**config.mk**
```make
export PLATFORM = sky130hd
export DESIGN_NAME = lsct_cfg
export DESIGN_NICKNAME = d
export VERILOG_FILES = /design/src/design/lsct_pkg.sv /design/src/design/lsct_cfg.sv
export SDC_FILE = /design/constraint.sdc
export NUM_CORES = 1
export LEC_CHECK = 0
export BUFFER_PORTS_ARGS = -buffer_cell sky130_fd_sc_hd__buf_4
export CAP_MARGIN = 20
export CORE_ASPECT_RATIO = 1.5
export CORE_MARGIN = 4
export CORE_UTILIZATION = 40
export CTS_CLUSTER_SIZE = 24
export DETAILED_ROUTE_END_ITERATION = 12
export GPL_ROUTABILITY_DRIVEN = 0
export PLACE_DENSITY = 0.65
export SLEW_MARGIN = 20
export SYNTH_ARGS = -nofsm -noshare
export SYNTH_HDL_FRONTEND = slang
export SYNTH_SLANG_ARGS = --single-unit
```
**constraint.sdc**
```tcl
create_clock -name i_clk -period 1.2 [get_ports i_clk]
set_input_delay 0.24 -clock i_clk [delete_from_list [all_inputs] [get_ports i_clk]]
set_output_delay 0.24 -clock i_clk [all_outputs]
set_load 0.02 [all_outputs]
```
**src/design/lsct_pkg.sv**
```systemverilog
// Package for the load switch cycle tester: payload structs, status and
// register index codes, reset values of the settings registers.
// No dependencies.
package lsct_pkg;

    localparam int COUNT_WIDTH_DEF = 16;
    localparam int CFG_W           = 16;
    localparam int LIMIT_W         = 4;

    localparam logic [CFG_W-1:0]   LOAD_TICKS_RST   = 16'd10;
    localparam logic [CFG_W-1:0]   UNLOAD_TICKS_RST = 16'd10;
    localparam logic [CFG_W-1:0]   TOTAL_TESTS_RST  = 16'd1000;
    localparam logic [LIMIT_W-1:0] FAIL_LIMIT_RST   = 4'd3;
    localparam logic [LIMIT_W-1:0] FAIL_RUN_MAX     = 4'd15;

    typedef enum logic [1:0] {
        CFG_LOAD_TICKS   = 2'd0,
        CFG_UNLOAD_TICKS = 2'd1,
        CFG_TOTAL_TESTS  = 2'd2,
        CFG_FAIL_LIMIT   = 2'd3
    } t_cfg_idx;

    typedef enum logic [2:0] {
        ST_RUNNING    = 3'd0,
        ST_PASSED     = 3'd1,
        ST_RELAY_ERR  = 3'd2,
        ST_CHIP_ERR   = 3'd3,
        ST_SUPPLY_ERR = 3'd4,
        ST_QUIT       = 3'd5
    } t_status;

    typedef struct packed {
        logic [CFG_W-1:0]   load_ticks;
        logic [CFG_W-1:0]   unload_ticks;
        logic [CFG_W-1:0]   total_tests;
        logic [LIMIT_W-1:0] relay_fail_limit;
    } t_cfg;

    typedef struct packed {
        logic tick_elapsed;
        logic relay_sense;
        logic supply_sense;
        logic vout_sense;
        logic quit_pressed;
    } t_in;

    typedef struct packed {
        logic        relay_load;
        logic        chip_enable;
        logic [15:0] shown_test_number;
        logic        show_number;
        logic [2:0]  run_status;
    } t_result;

endpackage

```
**src/design/lsct_cfg.sv**
```systemverilog
// Settings registers of the cycle tester; tick and test settings are masked to the counter width.
// Depends on lsct_pkg.
module lsct_cfg import lsct_pkg::*; #(
    parameter int COUNT_WIDTH = COUNT_WIDTH_DEF
) (
    input  logic             i_clk,
    input  logic             i_rst_n,
    input  logic             i_cfg_we,
    input  logic [1:0]       i_cfg_idx,
    input  logic [CFG_W-1:0] i_cfg_data,
    output t_cfg             o_cfg
);

    localparam logic [CFG_W-1:0] CFG_MASK =
        CFG_W'((33'd1 << COUNT_WIDTH) - 33'd1);

    t_cfg r_cfg;

    always_ff @(posedge i_clk) begin
        if (!i_rst_n) begin
            r_cfg.load_ticks       <= LOAD_TICKS_RST & CFG_MASK;
            r_cfg.unload_ticks     <= UNLOAD_TICKS_RST & CFG_MASK;
            r_cfg.total_tests      <= TOTAL_TESTS_RST & CFG_MASK;
            r_cfg.relay_fail_limit <= FAIL_LIMIT_RST;
        end else if (i_cfg_we) begin
            case (t_cfg_idx'(i_cfg_idx))
                CFG_LOAD_TICKS:   r_cfg.load_ticks   <= i_cfg_data & CFG_MASK;
                CFG_UNLOAD_TICKS: r_cfg.unload_ticks <= i_cfg_data & CFG_MASK;
                CFG_TOTAL_TESTS:  r_cfg.total_tests  <= i_cfg_data & CFG_MASK;
                CFG_FAIL_LIMIT:   r_cfg.relay_fail_limit <= i_cfg_data[LIMIT_W-1:0];
                default: ;
            endcase
        end
    end

    assign o_cfg = r_cfg;

endmodule

```
---- After elaboration in Yosys (flattened, before gate mapping) ----
Index checks and enable logic that the tools add are counted.
operators by class
  reductions and logical operators ........ 5
  equality and inequality tests ........... 3
operators by type and width
  cell                                                                    count
  2-bit AND reduction                                                     4
  2-bit equality test (second input constant)                             2
  2-bit by 1-bit equality test with 1-bit output (second input constant)  1
  2-bit zero test                                                         1
storage, ports and cells
  output and inout bits ................... 52
  flip-flop bits (word level) ............. 52
  word-level logic and storage cells ...... 12
  input bits .............................. 21

---- Longest topological paths before layout ----
  depth after elaboration ................. 2
  gate-level depth with buffers ........... 5
  depth with buffers taken out ............ 2

---- Worst setup path before layout ----
OpenSTA, ideal clock, no wires.
  kind .................................... input -> register
  from .................................... input port i_rst_n
  to ...................................... register r_cfg, in the netlist o_cfg[37]
  data arrival time ....................... 862 ps
  data required time ...................... 1075 ps
  path slack .............................. 213 ps
  stages .................................. 4
  path buffers ............................ 2
  setup time .............................. 125 ps
  cells stage by stage .................... buf_2 clkbuf_1 nor2b_1 mux2i_1
RTL lines
  what                line            text
  start: declaration  lsct_cfg.sv:7   input logic i_rst_n,
  end: declaration    lsct_cfg.sv:17  t_cfg r_cfg;

---- Worst setup path after layout ----
  from .................................... register r_cfg, in the netlist o_cfg[25]
  to ...................................... output port o_cfg[25] (netlist bit)
RTL lines
  what              line            text
  end: declaration  lsct_cfg.sv:11  output t_cfg o_cfg
No word-level cell between the ends.

==> summary.md <==
| Metric | Value |
|---|---|
| Type of destination of the critical path | `output pin` |
| Clock tree from TritonCTS | `done` |
| Dominant combinational cell family by area after synthesis | `multiplexers` |
| IR drop worst, VDD | `between 1 and 1.5 mV` |
| Total of max-cap violations | `0` |
| Number of global-route vias before repair | `1521` |
| Total of endpoints with negative setup slack in the final report | `0` |
| Filler Cells Inserted | `between 400 and 500` |
| Overall Global Routing Usage | `14.9%` |
| Kind of critical path | `flip-flop to output pin` |
| Global-route wire length before repair | `7.26 mm` |
| Drt first-iter violations | `79` |
| Clock buffer depth | `2` |
| Antenna viol nets, final | `0` |
| Max reg flops | `52` |
| Actual transition at the worst max-transition pin | `0.329 ns` |
| Number of synthesized flops with an enable pin | `0` |
| Total non-filler cell area in the finished layout | `2730 um2` |
| WHS | `0.208 ns` |
| Sort of element at the start of the critical path | `flip-flop` |
| Die span in x | `66.6 um` |
| Class of the most critical hold timing path | `primary input to flip-flop` |
| Layout net count | `293` |
| Adder-cell share of the synthesized area | `0%` |
| Chain of cells forming the critical path | `buf_4` |
| Via count of the routed design | `1573` |
| Mux cell area share after synthesis | `22.3%` |
| Post-Synth XOR/XNOR Area | `0%` |
| Die height | `approximately 96 um` |
| Flip-flop cell with the highest count after synthesis | `sky130_fd_sc_hd__dfxtp_1` |
| DRC Markers | `0` |
| Number of buffers added for setup after CTS | `0` |
| Number of distinct library cells after synthesis | `20` |
| Number of buffers created by CTS | `5` |
| Worst Clk Skew | `0 ns` |
| Layout cells sized above 1 | `between 30 and 40%` |
| Antenna violations before repair | `0` |
| Number of cells upsized or downsized after cts | `0` |
| Floorplan die area | `6390 um2` |
| Sum Neg Setup Slack | `0 ns` |
| Portion of the post-synthesis area used by sequential elements | `50.5%` |
| Pre-Repair DR Iteration Count | `4` |
| Sinks on Clock Net | `52` |
| Syn_area_per_cell | `roughly 10 um2` |
| Core region area | `4930 um2` |
| Largest net degree at the start of global routing | `35` |
| Data arrival time of the worst path | `0.83 ns` |
| Slowest stage cell, crit path | `sky130_fd_sc_hd__dfxtp_1` |
| Top Family by Delay on Critical Path | `flip-flops` |
| Synthesized instance count | `203` |
| Required time reported for the critical path endpoint | `0.96 ns` |
| Post-detailed-routing wire length | `roughly 4.6 mm` |
| Clock insertion delay at the later pin of the skew report | `0.29 ns` |
| H-tree depth | `2` |
| Total of warnings raised by yosys | `0` |
| Synthesized flop and latch total | `52` |
| Initial Util | `41.9%` |
| Synthesized cell area | `between 2000 and 2500 um2` |
| Power per cell area | `1250 nW/um2` |
| Detailed Place HPWL | `3.33 mm` |
| RSZ-0062 raised after global routing | `no` |
| Synthesized Nets | `224` |
| Post-CTS Hold Fix Bufs | `0` |
| Cell Area, Placed | `2640 um2` |
| LEAKAGE | `0.00136 uW` |
| Count of standard-cell rows | `31` |
| Delay contributed by the slowest stage of the critical path | `0.37 ns` |
| Crit share post-route | `between 80% and 90%` |
| Clock Tree Root | `sky130_fd_sc_hd__clkbuf_8` |
| Area added between synthesis and finish | `32.5%` |
| Run status | `complete, no violations` |
| Relative max-transition margin | `78.1%` |
| Worst Path Buf+Inv | `1` |
| Number of vias per cell | `4.67` |
| Count of input and output buffers | `72` |
| Commonest cells after routing, fill and taps aside | `78 x sky130_fd_sc_hd__buf_4, 56 x sky130_fd_sc_hd__nand2_1, 52 x sky130_fd_sc_hd__dfxtp_1` |
| Diode count | `0` |
| Most common cell after layout, fill and taps aside | `sky130_fd_sc_hd__buf_4` |
| Final Hold Violating Endpoints | `0` |
| Achievable Freq | `938 MHz` |
| Synthesized-area fraction occupied by ao, oa, aoi and oai cells | `about 2.2%` |
| Final max-slew violation count | `0` |
| Post-synth ARST share | `0%` |
| Worst Path Max Fanout | `2` |
| Top-level port count | `between 70 and 80` |
| Routed WL per cell | `13.6 um` |
| Final period demand of the worst path | `approximately 1.1 ns` |
| Global route total overflow | `0` |
| Clock transition at path regs | `0.09 ns` |
| Basic-gate share of the synthesized area counting and, or, nand and nor cells | `18.0%` |
## worst paths after layout
| path | startpoint | end | slack, ns | cells past startpoint |
|---|---|---|---|---|
| min reg2reg | o_cfg[15]$_SDFFE_PN0P_ | o_cfg[15]$_SDFFE_PN0P_ | 0.46 | 2 |
| max reg2reg | o_cfg[23]$_SDFFE_PN1P_ | o_cfg[23]$_SDFFE_PN1P_ | 0.57 | 2 |
| min | i_cfg_data[1] | o_cfg[5]$_SDFFE_PN0P_ | 0.21 | 3 |
| max | o_cfg[25]$_SDFFE_PN0P_ | o_cfg[25] | 0.13 | 1 |
## where the power goes
| group | switching [uW] | internal (uW) |
|---|---|---|
| logic | 249 | 211 |
| registers | 33.7 | 1790 |
| clock network | 534 | 599 |
| total | 817 | 2600 |
## routing by layer
layer,global-route usage (%),part of all wire (%)
met1,17.3,41
met2,25.6,51
met3,4.21,5.9
met4,5.59,1.4
met5,0,0
## Yosys cell counts (2+ instances only)
library cell | number | share of area (%)
sky130_fd_sc_hd__nand2_1 | 56 | 10
sky130_fd_sc_hd__dfxtp_1 | 52 | 50
sky130_fd_sc_hd__mux2i_1 | 46 | 22
sky130_fd_sc_hd__nor2b_1 | 8 | 2.4
sky130_fd_sc_hd__clkbuf_1 | 6 | 1.1
sky130_fd_sc_hd__inv_1 | 6 | 1.1
sky130_fd_sc_hd__o211ai_1 | 6 | 2.2
sky130_fd_sc_hd__nand4b_1 | 5 | 2.1
sky130_fd_sc_hd__buf_2 | 4 | 0.97
sky130_fd_sc_hd__buf_4 | 3 | 1.1
sky130_fd_sc_hd__buf_6 | 2 | 1.1
## logic make-up after synthesis
kind of cell,Yosys count
buf+inv,23
simple gates,76
mux,46
compound gates,6
flops,52
## cell type report
cell class / count / area, um2 / area share (%)
flip-flops and latches: 52 / 1040 / 38.1
multi-input cells: 128 / 883 / 32.3
repair buffers: 79 / 606 / 22.2
clock inverters: 1 / 30.0 / 1.10
well taps: 66 / 82.6 / 3.02
clock buffers: 5 / 68.8 / 2.52
inverters: 6 / 22.5 / 0.824
## metrics by stage
step / total power [uW] / utilization (%) / setup slack (ns) / cells
final: 3420 / 55.5 / 0.134 / 337
after global routing: 3560 / 55.5 / 0.0970 / 337
after CTS: 3460 / 55.5 / 0.130 / 337
after detailed placement: 2330 / 53.5 / 0.0567 / 331
after global placement: 2330 / 53.5 / 0.0771 / 331
after floorplan: 2130 / - / 0.213 / 203
Power figures use the tool's default switching activity.
