<file path="config.mk">
export PLATFORM = sky130hd
export DESIGN_NAME = lsct_core
export DESIGN_NICKNAME = d
export VERILOG_FILES = /design/src/design/lsct_pkg.sv /design/src/design/lsct_core.sv
export SDC_FILE = /design/constraint.sdc
export NUM_CORES = 1
export LEC_CHECK = 0
export BUFFER_PORTS_ARGS = -buffer_cell sky130_fd_sc_hd__buf_2
export CAP_MARGIN = 20
export CORE_ASPECT_RATIO = 1.25
export CORE_UTILIZATION = 50
export DETAILED_ROUTE_END_ITERATION = 6
export HOLD_SLACK_MARGIN = 0.05
export PLACE_DENSITY = 0.73
export SETUP_SLACK_MARGIN = 0.1
export SYNTH_ARGS = -nofsm -noshare
export SYNTH_HDL_FRONTEND = slang
export SYNTH_SLANG_ARGS = --single-unit
</file>
<file path="constraint.sdc">
create_clock -name i_clk -period 7.19 [get_ports i_clk]
set_clock_uncertainty 0.15 [all_clocks]
set_input_delay 0.719 -clock i_clk [delete_from_list [all_inputs] [get_ports i_clk]]
set_output_delay 0.719 -clock i_clk [all_outputs]
set_load 0.1 [all_outputs]
</file>
<file path="src/design/lsct_pkg.sv">
// Package for the load switch cycle tester: payload structs, status and
// register index codes, reset values of the settings registers.
// No dependencies.
package lsct_pkg;

    localparam int COUNT_WIDTH_DEF = 16;
    localparam int CFG_W           = 16;
    localparam int LIMIT_W         = 4;

    localparam logic [CFG_W-1:0]   LOAD_TICKS_RST   = 16'd10;
    localparam logic [CFG_W-1:0]   UNLOAD_TICKS_RST = 16'd10;
    localparam logic [CFG_W-1:0]   TOTAL_TESTS_RST  = 16'd1000;
    localparam logic [LIMIT_W-1:0] FAIL_LIMIT_RST   = 4'd3;
    localparam logic [LIMIT_W-1:0] FAIL_RUN_MAX     = 4'd15;

    typedef enum logic [1:0] {
        CFG_LOAD_TICKS   = 2'd0,
        CFG_UNLOAD_TICKS = 2'd1,
        CFG_TOTAL_TESTS  = 2'd2,
        CFG_FAIL_LIMIT   = 2'd3
    } t_cfg_idx;

    typedef enum logic [2:0] {
        ST_RUNNING    = 3'd0,
        ST_PASSED     = 3'd1,
        ST_RELAY_ERR  = 3'd2,
        ST_CHIP_ERR   = 3'd3,
        ST_SUPPLY_ERR = 3'd4,
        ST_QUIT       = 3'd5
    } t_status;

    typedef struct packed {
        logic [CFG_W-1:0]   load_ticks;
        logic [CFG_W-1:0]   unload_ticks;
        logic [CFG_W-1:0]   total_tests;
        logic [LIMIT_W-1:0] relay_fail_limit;
    } t_cfg;

    typedef struct packed {
        logic tick_elapsed;
        logic relay_sense;
        logic supply_sense;
        logic vout_sense;
        logic quit_pressed;
    } t_in;

    typedef struct packed {
        logic        relay_load;
        logic        chip_enable;
        logic [15:0] shown_test_number;
        logic        show_number;
        logic [2:0]  run_status;
    } t_result;

endpackage

</file>
<file path="src/design/lsct_core.sv">
// Sequencer state and its single-step update: tick counters, end-of-cycle
// checks and final status. Depends on lsct_pkg.
module lsct_core import lsct_pkg::*; #(
    parameter int COUNT_WIDTH = COUNT_WIDTH_DEF
) (
    input  logic    i_clk,
    input  logic    i_rst_n,
    input  logic    i_step,
    input  t_in     i_in,
    input  t_cfg    i_cfg,
    output t_result o_result
);

    localparam int CW = COUNT_WIDTH;
    localparam int WW = COUNT_WIDTH + 1;

    logic [CW-1:0]      r_load_left,   n_load_left;
    logic [WW-1:0]      r_unload_left, n_unload_left;
    logic               r_cycle_done,  n_cycle_done;
    logic [LIMIT_W-1:0] r_fail_run,    n_fail_run;
    logic [WW-1:0]      r_test_index,  n_test_index;
    logic               r_pending,     n_pending;
    logic               r_quit,        n_quit;
    logic               r_relay,       n_relay;
    logic               r_chip_en,     n_chip_en;
    t_status            r_status,      n_status;

    logic               shown;
    logic               go_on;
    logic [LIMIT_W-1:0] limit;
    logic [WW-1:0]      number;
    logic [WW+15:0]     number_ext;

    always_comb begin
        n_load_left   = r_load_left;
        n_unload_left = r_unload_left;
        n_cycle_done  = r_cycle_done;
        n_fail_run    = r_fail_run;
        n_test_index  = r_test_index;
        n_pending     = r_pending;
        n_quit        = r_quit;
        n_relay       = r_relay;
        n_chip_en     = r_chip_en;
        n_status      = r_status;
        shown         = 1'b0;
        go_on         = 1'b1;
        limit = (i_cfg.relay_fail_limit == '0) ? LIMIT_W'(1) : i_cfg.relay_fail_limit;

        if (r_status == ST_RUNNING) begin
            if (i_in.quit_pressed) begin
                n_quit = 1'b1;
            end
            if (i_in.tick_elapsed) begin
                // advance the load and unload counters
                if (n_load_left != '0) begin
                    n_load_left = n_load_left - CW'(1);
                    if (n_load_left == '0) begin
                        n_unload_left = WW'(i_cfg.unload_ticks) + WW'(1);
                    end
                end
                if (n_unload_left != '0) begin
                    n_unload_left = n_unload_left - WW'(1);
                    if (n_unload_left == '0) begin
                        n_cycle_done = 1'b1;
                    end
                end

                if (33'(r_test_index) <= 33'(i_cfg.total_tests)) begin
                    if (n_pending) begin
                        n_pending = 1'b0;
                        shown     = 1'b1;
                    end
                    if (n_load_left == '0 && n_unload_left == '0 && !n_cycle_done) begin
                        n_load_left = (i_cfg.load_ticks == '0) ? CW'(1)
                                                               : CW'(i_cfg.load_ticks);
                    end
                    if (n_cycle_done) begin
                        n_cycle_done = 1'b0;
                        // relay check, then supply, then output short, then quit request
                        if (!i_in.relay_sense) begin
                            if (n_fail_run < FAIL_RUN_MAX) begin
                                n_fail_run = n_fail_run + LIMIT_W'(1);
                            end
                            if (n_fail_run >= limit) begin
                                n_status = ST_RELAY_ERR;
                                go_on    = 1'b0;
                            end
                        end else begin
                            n_fail_run = '0;
                        end
                        if (go_on && !i_in.supply_sense) begin
                            n_status = ST_SUPPLY_ERR;
                            go_on    = 1'b0;
                        end
                        if (go_on) begin
                            if (i_in.vout_sense) begin
                                n_chip_en = 1'b0;
                                n_status  = ST_CHIP_ERR;
                                go_on     = 1'b0;
                            end else begin
                                n_chip_en = 1'b1;
                            end
                        end
                        if (go_on && n_quit) begin
                            n_status = ST_QUIT;
                            go_on    = 1'b0;
                        end
                        if (go_on) begin
                            n_test_index = n_test_index + WW'(1);
                            n_pending    = 1'b1;
                        end
                    end
                end else begin
                    n_status = ST_PASSED;
                    go_on    = 1'b0;
                end

                if (go_on) begin
                    if (n_load_left != '0) begin
                        n_relay = 1'b1;
                    end else if (n_unload_left != '0) begin
                        n_relay = 1'b0;
                    end
                end
            end
        end

        number     = (n_status == ST_PASSED) ? n_test_index - WW'(1) : n_test_index;
        number_ext = {16'd0, number};

        o_result.relay_load        = n_relay;
        o_result.chip_enable       = n_chip_en;
        o_result.shown_test_number = number_ext[15:0];
        o_result.show_number       = shown;
        o_result.run_status        = n_status;
    end

    always_ff @(posedge i_clk) begin
        if (!i_rst_n) begin
            r_load_left   <= '0;
            r_unload_left <= '0;
            r_cycle_done  <= 1'b0;
            r_fail_run    <= '0;
            r_test_index  <= WW'(1);
            r_pending     <= 1'b1;
            r_quit        <= 1'b0;
            r_relay       <= 1'b0;
            r_chip_en     <= 1'b1;
            r_status      <= ST_RUNNING;
        end else if (i_step) begin
            r_load_left   <= n_load_left;
            r_unload_left <= n_unload_left;
            r_cycle_done  <= n_cycle_done;
            r_fail_run    <= n_fail_run;
            r_test_index  <= n_test_index;
            r_pending     <= n_pending;
            r_quit        <= n_quit;
            r_relay       <= n_relay;
            r_chip_en     <= n_chip_en;
            r_status      <= n_status;
        end
    end

endmodule
</file>
## Word level (Yosys, flattened, before mapping)

Cells that the tools add are included.

| operators by class | value |
|---|---|
| add/sub/neg operators | 6 |
| order comparisons | 3 |
| equality and inequality tests | 1 |
| mux-type cells | 88 |
| reduce and logical (&&, ||, !) cells | 21 |

Operator list:

| operator | number |
|---|---|
| two-way mux 17 bit | 12 |
| two-way mux 16 bit | 9 |
| two-way mux 1 bit | 49 |
| logical NOT 16 bit | 3 |
| logical NOT 17 bit | 2 |
| nonzero test 17 bit | 2 |
| two-way mux 4 bit | 8 |
| nonzero test 16 bit | 2 |
| subtractor 16 x 1 -> 16 bit (second input constant) | 2 |
| two-way mux 3 bit | 10 |
| adder 16 x 1 -> 17 bit (second input constant) | 1 |
| adder 17 x 1 -> 17 bit (second input constant) | 1 |
| <= comparator 17 x 16 -> 1 bit | 1 |
| subtractor 17 x 1 -> 17 bit (second input constant) | 1 |
| AND reduction 5 bit | 1 |
| adder 4 x 1 -> 4 bit (second input constant) | 1 |
| greater-or-equal comparator 4 bit | 1 |
| logical AND 1 bit | 4 |
| logical NOT 4 bit | 1 |
| < comparator 4 bit (second input constant) | 1 |
| AND reduction 4 bit | 1 |
| == test 3 x 1 -> 1 bit (second input constant) | 1 |
| logical NOT 3 bit | 1 |
| AND reduction 3 bit | 1 |
| 2 further kinds | 3 |

| storage, ports and cells | value |
|---|---|
| register bits | 62 |
| bits of input ports | 60 |
| output and inout bits | 22 |
| logic and storage cells | 129 |

## Logic depth before layout (Yosys ltp)

| depth | value |
|---|---|
| depth in word-level cells | 47 |
| gate-level depth with buffers | 31 |
| depth with buffers taken out | 27 |

## Worst setup path after synthesis

Ideal clock, no wire load.

| timing path | value |
|---|---|
| path kind | register to output |
| from | register r_load_left[0] |
| to | output o_result[18] (netlist bit) |
| arrival time | 8346 ps |
| data required time | 6321 ps |
| path slack | -2025 ps |
| stages on the path, launching flop included | 31 |
| buffers on the path | 5 |
| cell sequence | dfxtp_1 -> buf_2 -> inv_1 -> ha_1 -> nor3b_1 -> nand4_1 -> xnor2_1 -> nor4_2 -> and2_1 -> buf_2 -> clkbuf_1 -> clkbuf_1 -> mux2i_1 -> ha_1 -> clkbuf_1 -> nand4_1 -> a22oi_1 -> xnor2_1 -> nand2_1 -> a2111oi_0 -> mux2_2 -> o211ai_2 -> o41ai_4 -> nand3_1 -> xnor2_1 -> ha_1 -> nand2_1 -> nor3_1 -> nor4b_2 -> nand3_1 -> xnor2_1 |

RTL lines:

| element | RTL line | text |
|---|---|---|
| start, declared | lsct_core.sv:17 | `logic [CW-1:0] r_load_left, n_load_left;` |
| start signal, assigned | lsct_core.sv:151 | `r_load_left <= n_load_left;` |
| end, declared | lsct_core.sv:11 | `output t_result o_result` |

==> results.txt <==
- The worst setup path is launched from a flop.
- The finished layout holds 1145 standard cells, fillers aside.
* Highest net fanout along the worst path: 8
* Top cell type by total area after synthesis: dfxtp_1
* Antenna violations before repair: 0
* Worst EP required: 6.32 ns
- Synthesized Nets: 975
- The worst setup path is of the reg -> out kind.
- Hold timing on the final database bottoms out at a slack of about 0.32 ns.
- Detail Placement HPWL: roughly 13 mm
- Area growth syn-to-layout: 28.49%
- Die height: 129.8 um
- Routed wl met2: approximately 9.4 mm
- Clock period minus final worst setup slack: 7.174 ns
- Across the run, the number of max-cap violations was 0.
- Sinks on Clock Net: 62
- Cell variety after synth: 85
- Final hold violation count: 0
- Detail Route Antenna Nets: 0
- Buffer depth of the longest clock path: 2
- In this run the cell area measured after placement is 7699 um2.
- The critical path goes through nor4_2, nand4_1, xnor2_2, nor4_4, and2_4, mux2i_4, ha_4, nand2b_4, or3_4, or3_4, xnor2_2, mux2i_2, nand3_2, o41a_1, nor3_4, mux2i_2, or3_1, a2111o_1, xnor2_4, buf_12.
- Setup violations remaining at the end of the flow were counted as 0.
- Async SR Flop Fraction: 0%
* Post-route setup slack: 0.01621 ns
* Transition at the pin with the smallest max-transition slack: 0.9913 ns
* Normalized max-slew margin: 33.91%
* IO buf count: 81
- The die covers 13530 um2.
- During synthesis, Yosys emitted a total of 0 warnings.
* Max frequency: 0.1394 GHz
- Drc violations: 0
- For this run, the slowest stage of the critical path takes 0.56 ns.
- TritonCTS built the clock tree.
- Fraction of layout cells with a size suffix above 1: 25.38%
- Ratio of final minimum period to clock period: 99.77%
* Met3 WL post-DR: 987 um
- First-pass GRT wire length: 30.46 mm
- After synthesis, the most frequently instantiated cells are nand2_1 (69), nor2_1 (64), dfxtp_1 (62).
- Cell with the largest stage delay on the worst path: o41a_1
- The final layout contains routed wiring with a total length of 19.02 mm.
* Total negative setup slack: 0 ns
- Counting tap cells, the placed design contains a total of 1095 instances.
- The final route contains between 6000 and 7000 vias.
* Setup repair after global routing missed its margin: true
* Endpoint kind of the worst setup timing path: output pin
- After synthesis the netlist holds a flip-flop and latch count of 62.
- Top_reg_cell synth: dfxtp_1
* Number of DRC markers in iteration 0: 436
* Number of flops mapped to enable cells by yosys: 0
- 0 antenna diodes ended up in the layout.
- For this run the aggregate overflow at the end of global routing stands at 0.
- Register clock-pin slew on the reported worst setup and hold paths: 0.06 ns
- Clock root cell: clkbuf_16
* Standard-cell rows: 46
- Largest net degree at the start of global routing: 63
* Arrival time at the worst endpoint: between 6 and 7 ns
- Before antenna repair, the detailed router went through 5 iterations.
- Minimum setup slack after placement: 0.05198 ns
- M1 wire length: ~8 mm
- TritonCTS buffer count: 9
* Ports: 82
- Summing all non-filler instances in the final layout gives an area of around 8400 um2.
* Outcome: finished, final reports clean
- Total global routing track utilization: around 27%
- CTS H-Tree Depth: 3
- Clk_lat worst skew: 0.34 ns
* Final weighted congestion in routability-driven placement: 0.9256
- IR analysis of the VDD net gives a maximum drop of 0.0002155 V.
- After synthesis, the mean cell area works out to 7.383 um2.
* Die outline width: 104.2 um
- Power spread over the standard cell area amounts to about 290 nW/um2.
- The count of pins over their slew limit was 0.
- Vias per inst: 6.021
- The synthesized design devotes to its leading area cell type 19.00% of total area.
- For this configuration, the core starts out at a cell density of about half.
- The synthesized netlist occupies a cell area of 6534 um2.
- Counting every instance in the synthesized netlist gives between 800 and 900.
* CP Buf/Inv Count: 1
- The final layout contains 1062 nets.
* Top area cells in the synthesized netlist: dfxtp_1 (19%), xnor2_1 (7.6%), ha_1 (5.7%), nand2_1 (4.0%), nor2_1 (3.7%)
* Number of global-route vias before repair: 6258
- WL/cell: around 17 um
- Area of the core: 12720 um2
- The analysis attributes to cell leakage a power of 3.578 nW.
* Uppermost layer routed: met4
- Most frequent cell after synthesis: nand2_1
- Type of the tightest min-delay check: reg -> reg
- Sequential fraction of the synthesis area: 19.00%
- On the critical path the largest part of the delay comes from simple AND/OR/NAND/NOR gates.
[layer usage]
metal / vias up / global-route usage (%)
li1: 3368 / -
met1: 3228 / 34.93
met2: 250 / 47.53
met3: 48 / 3.197
met4: 0 / 10.92
met5: - / 0
[sequential cells by signal, summed over array words and instances, names as in the netlist]
name           cells
r_chip_en          1
r_cycle_done       1
r_fail_run         4
r_load_left       16
r_pending          1
r_quit             1
r_relay            1
r_status           3
r_test_index      17
r_unload_left     17
[cells in the final DEF, fill, tap and decap left out, types with 5 or more instances in the layout]
master and n:
mux2i_1 8, buf_12 20, xor2_1 19, clkbuf_16 9, a31oi_1 6, or3_1 16
o21ai_0 45, xnor2_2 8, nand3_2 5, buf_2 61, xnor2_4 7, a22oi_1 6
a21o_1 8, or3_4 5, or2_2 6, and2_1 31, and3_1 15, o211a_1 10
o31ai_1 7, nand4_1 17, nand2_1 68, nor2b_1 22, o211ai_1 7, nor4_1 18
nor3_1 43, buf_4 53, nand3_1 35, ha_1 27, dfxtp_1 59, a21boi_0 7
nor2_1 63, inv_1 37, nand2b_1 5, a21oi_1 45, or4_1 9, xnor2_1 43
[tightest hold or removal path, cell delays in order, from the launching register on]
cell	delay (ns)
dfxtp_1	0.32
mux2i_1	0.07
nand2_1	0.06
[what timing repair did]
| action | CTS | global route |
|---|---|---|
| setup endpoints to repair | 10 | 12 |
| resized for setup | 7 | 28 |
| pin swaps | 4 | 24 |
| buffers inserted | 8 | 25 |
| hold buffers | 0 | 0 |
[cell type report]
class	instances	area, um2
Inverter	40	155.1
Clock inverter	7	55.05
Fill cell	1060	4324
Timing Repair Buffer	136	1120
Tap cell	168	210.2
Clock buffer	9	225.2
Sequential cell	62	1250
Multi-Input combinational cell	723	5380
[worst paths after layout]
kind                    end  slack (ns)       startpoint  cells past startpoint
max            o_result[19]        0.02  r_load_left[10]                     20
min               r_chip_en        0.32        r_chip_en                      2
max reg2reg  r_load_left[0]        1.49  r_load_left[10]                     23
min reg2reg       r_chip_en        0.32        r_chip_en                      2
[through the flow]
step,total power [mW],util (%)
2_1_floorplan,1.531,-
3_3_place_gp,1.782,60.53
3_5_place_dp,1.791,60.53
4_1_cts,2.235,63.49
5_1_grt,2.599,66.00
6_report,2.425,66.00
[cells by family (layout without fill, tap and decap cells)]
group	after synthesis	in the layout	synth area share, %
AOI/OAI and AO/OA	194	194	20.59
xor gates and xnor gates	82	82	11.11
adders and majority gates	30	30	5.745
buffers and inverters	100	192	6.702
DFF	62	62	19.00
muxes	16	16	2.509
and+or+nand+nor	401	401	34.36
[power by group]
group	internal, mW	total, mW	switching (mW)	leakage [nW]
sequential	0.403	0.497	0.0948	0.506
combinational	0.665	1.52	0.852	2.94
clock	0.236	0.411	0.175	0.133
total	1.30	2.43	1.12	3.58
(Power assumes the default switching activity.)
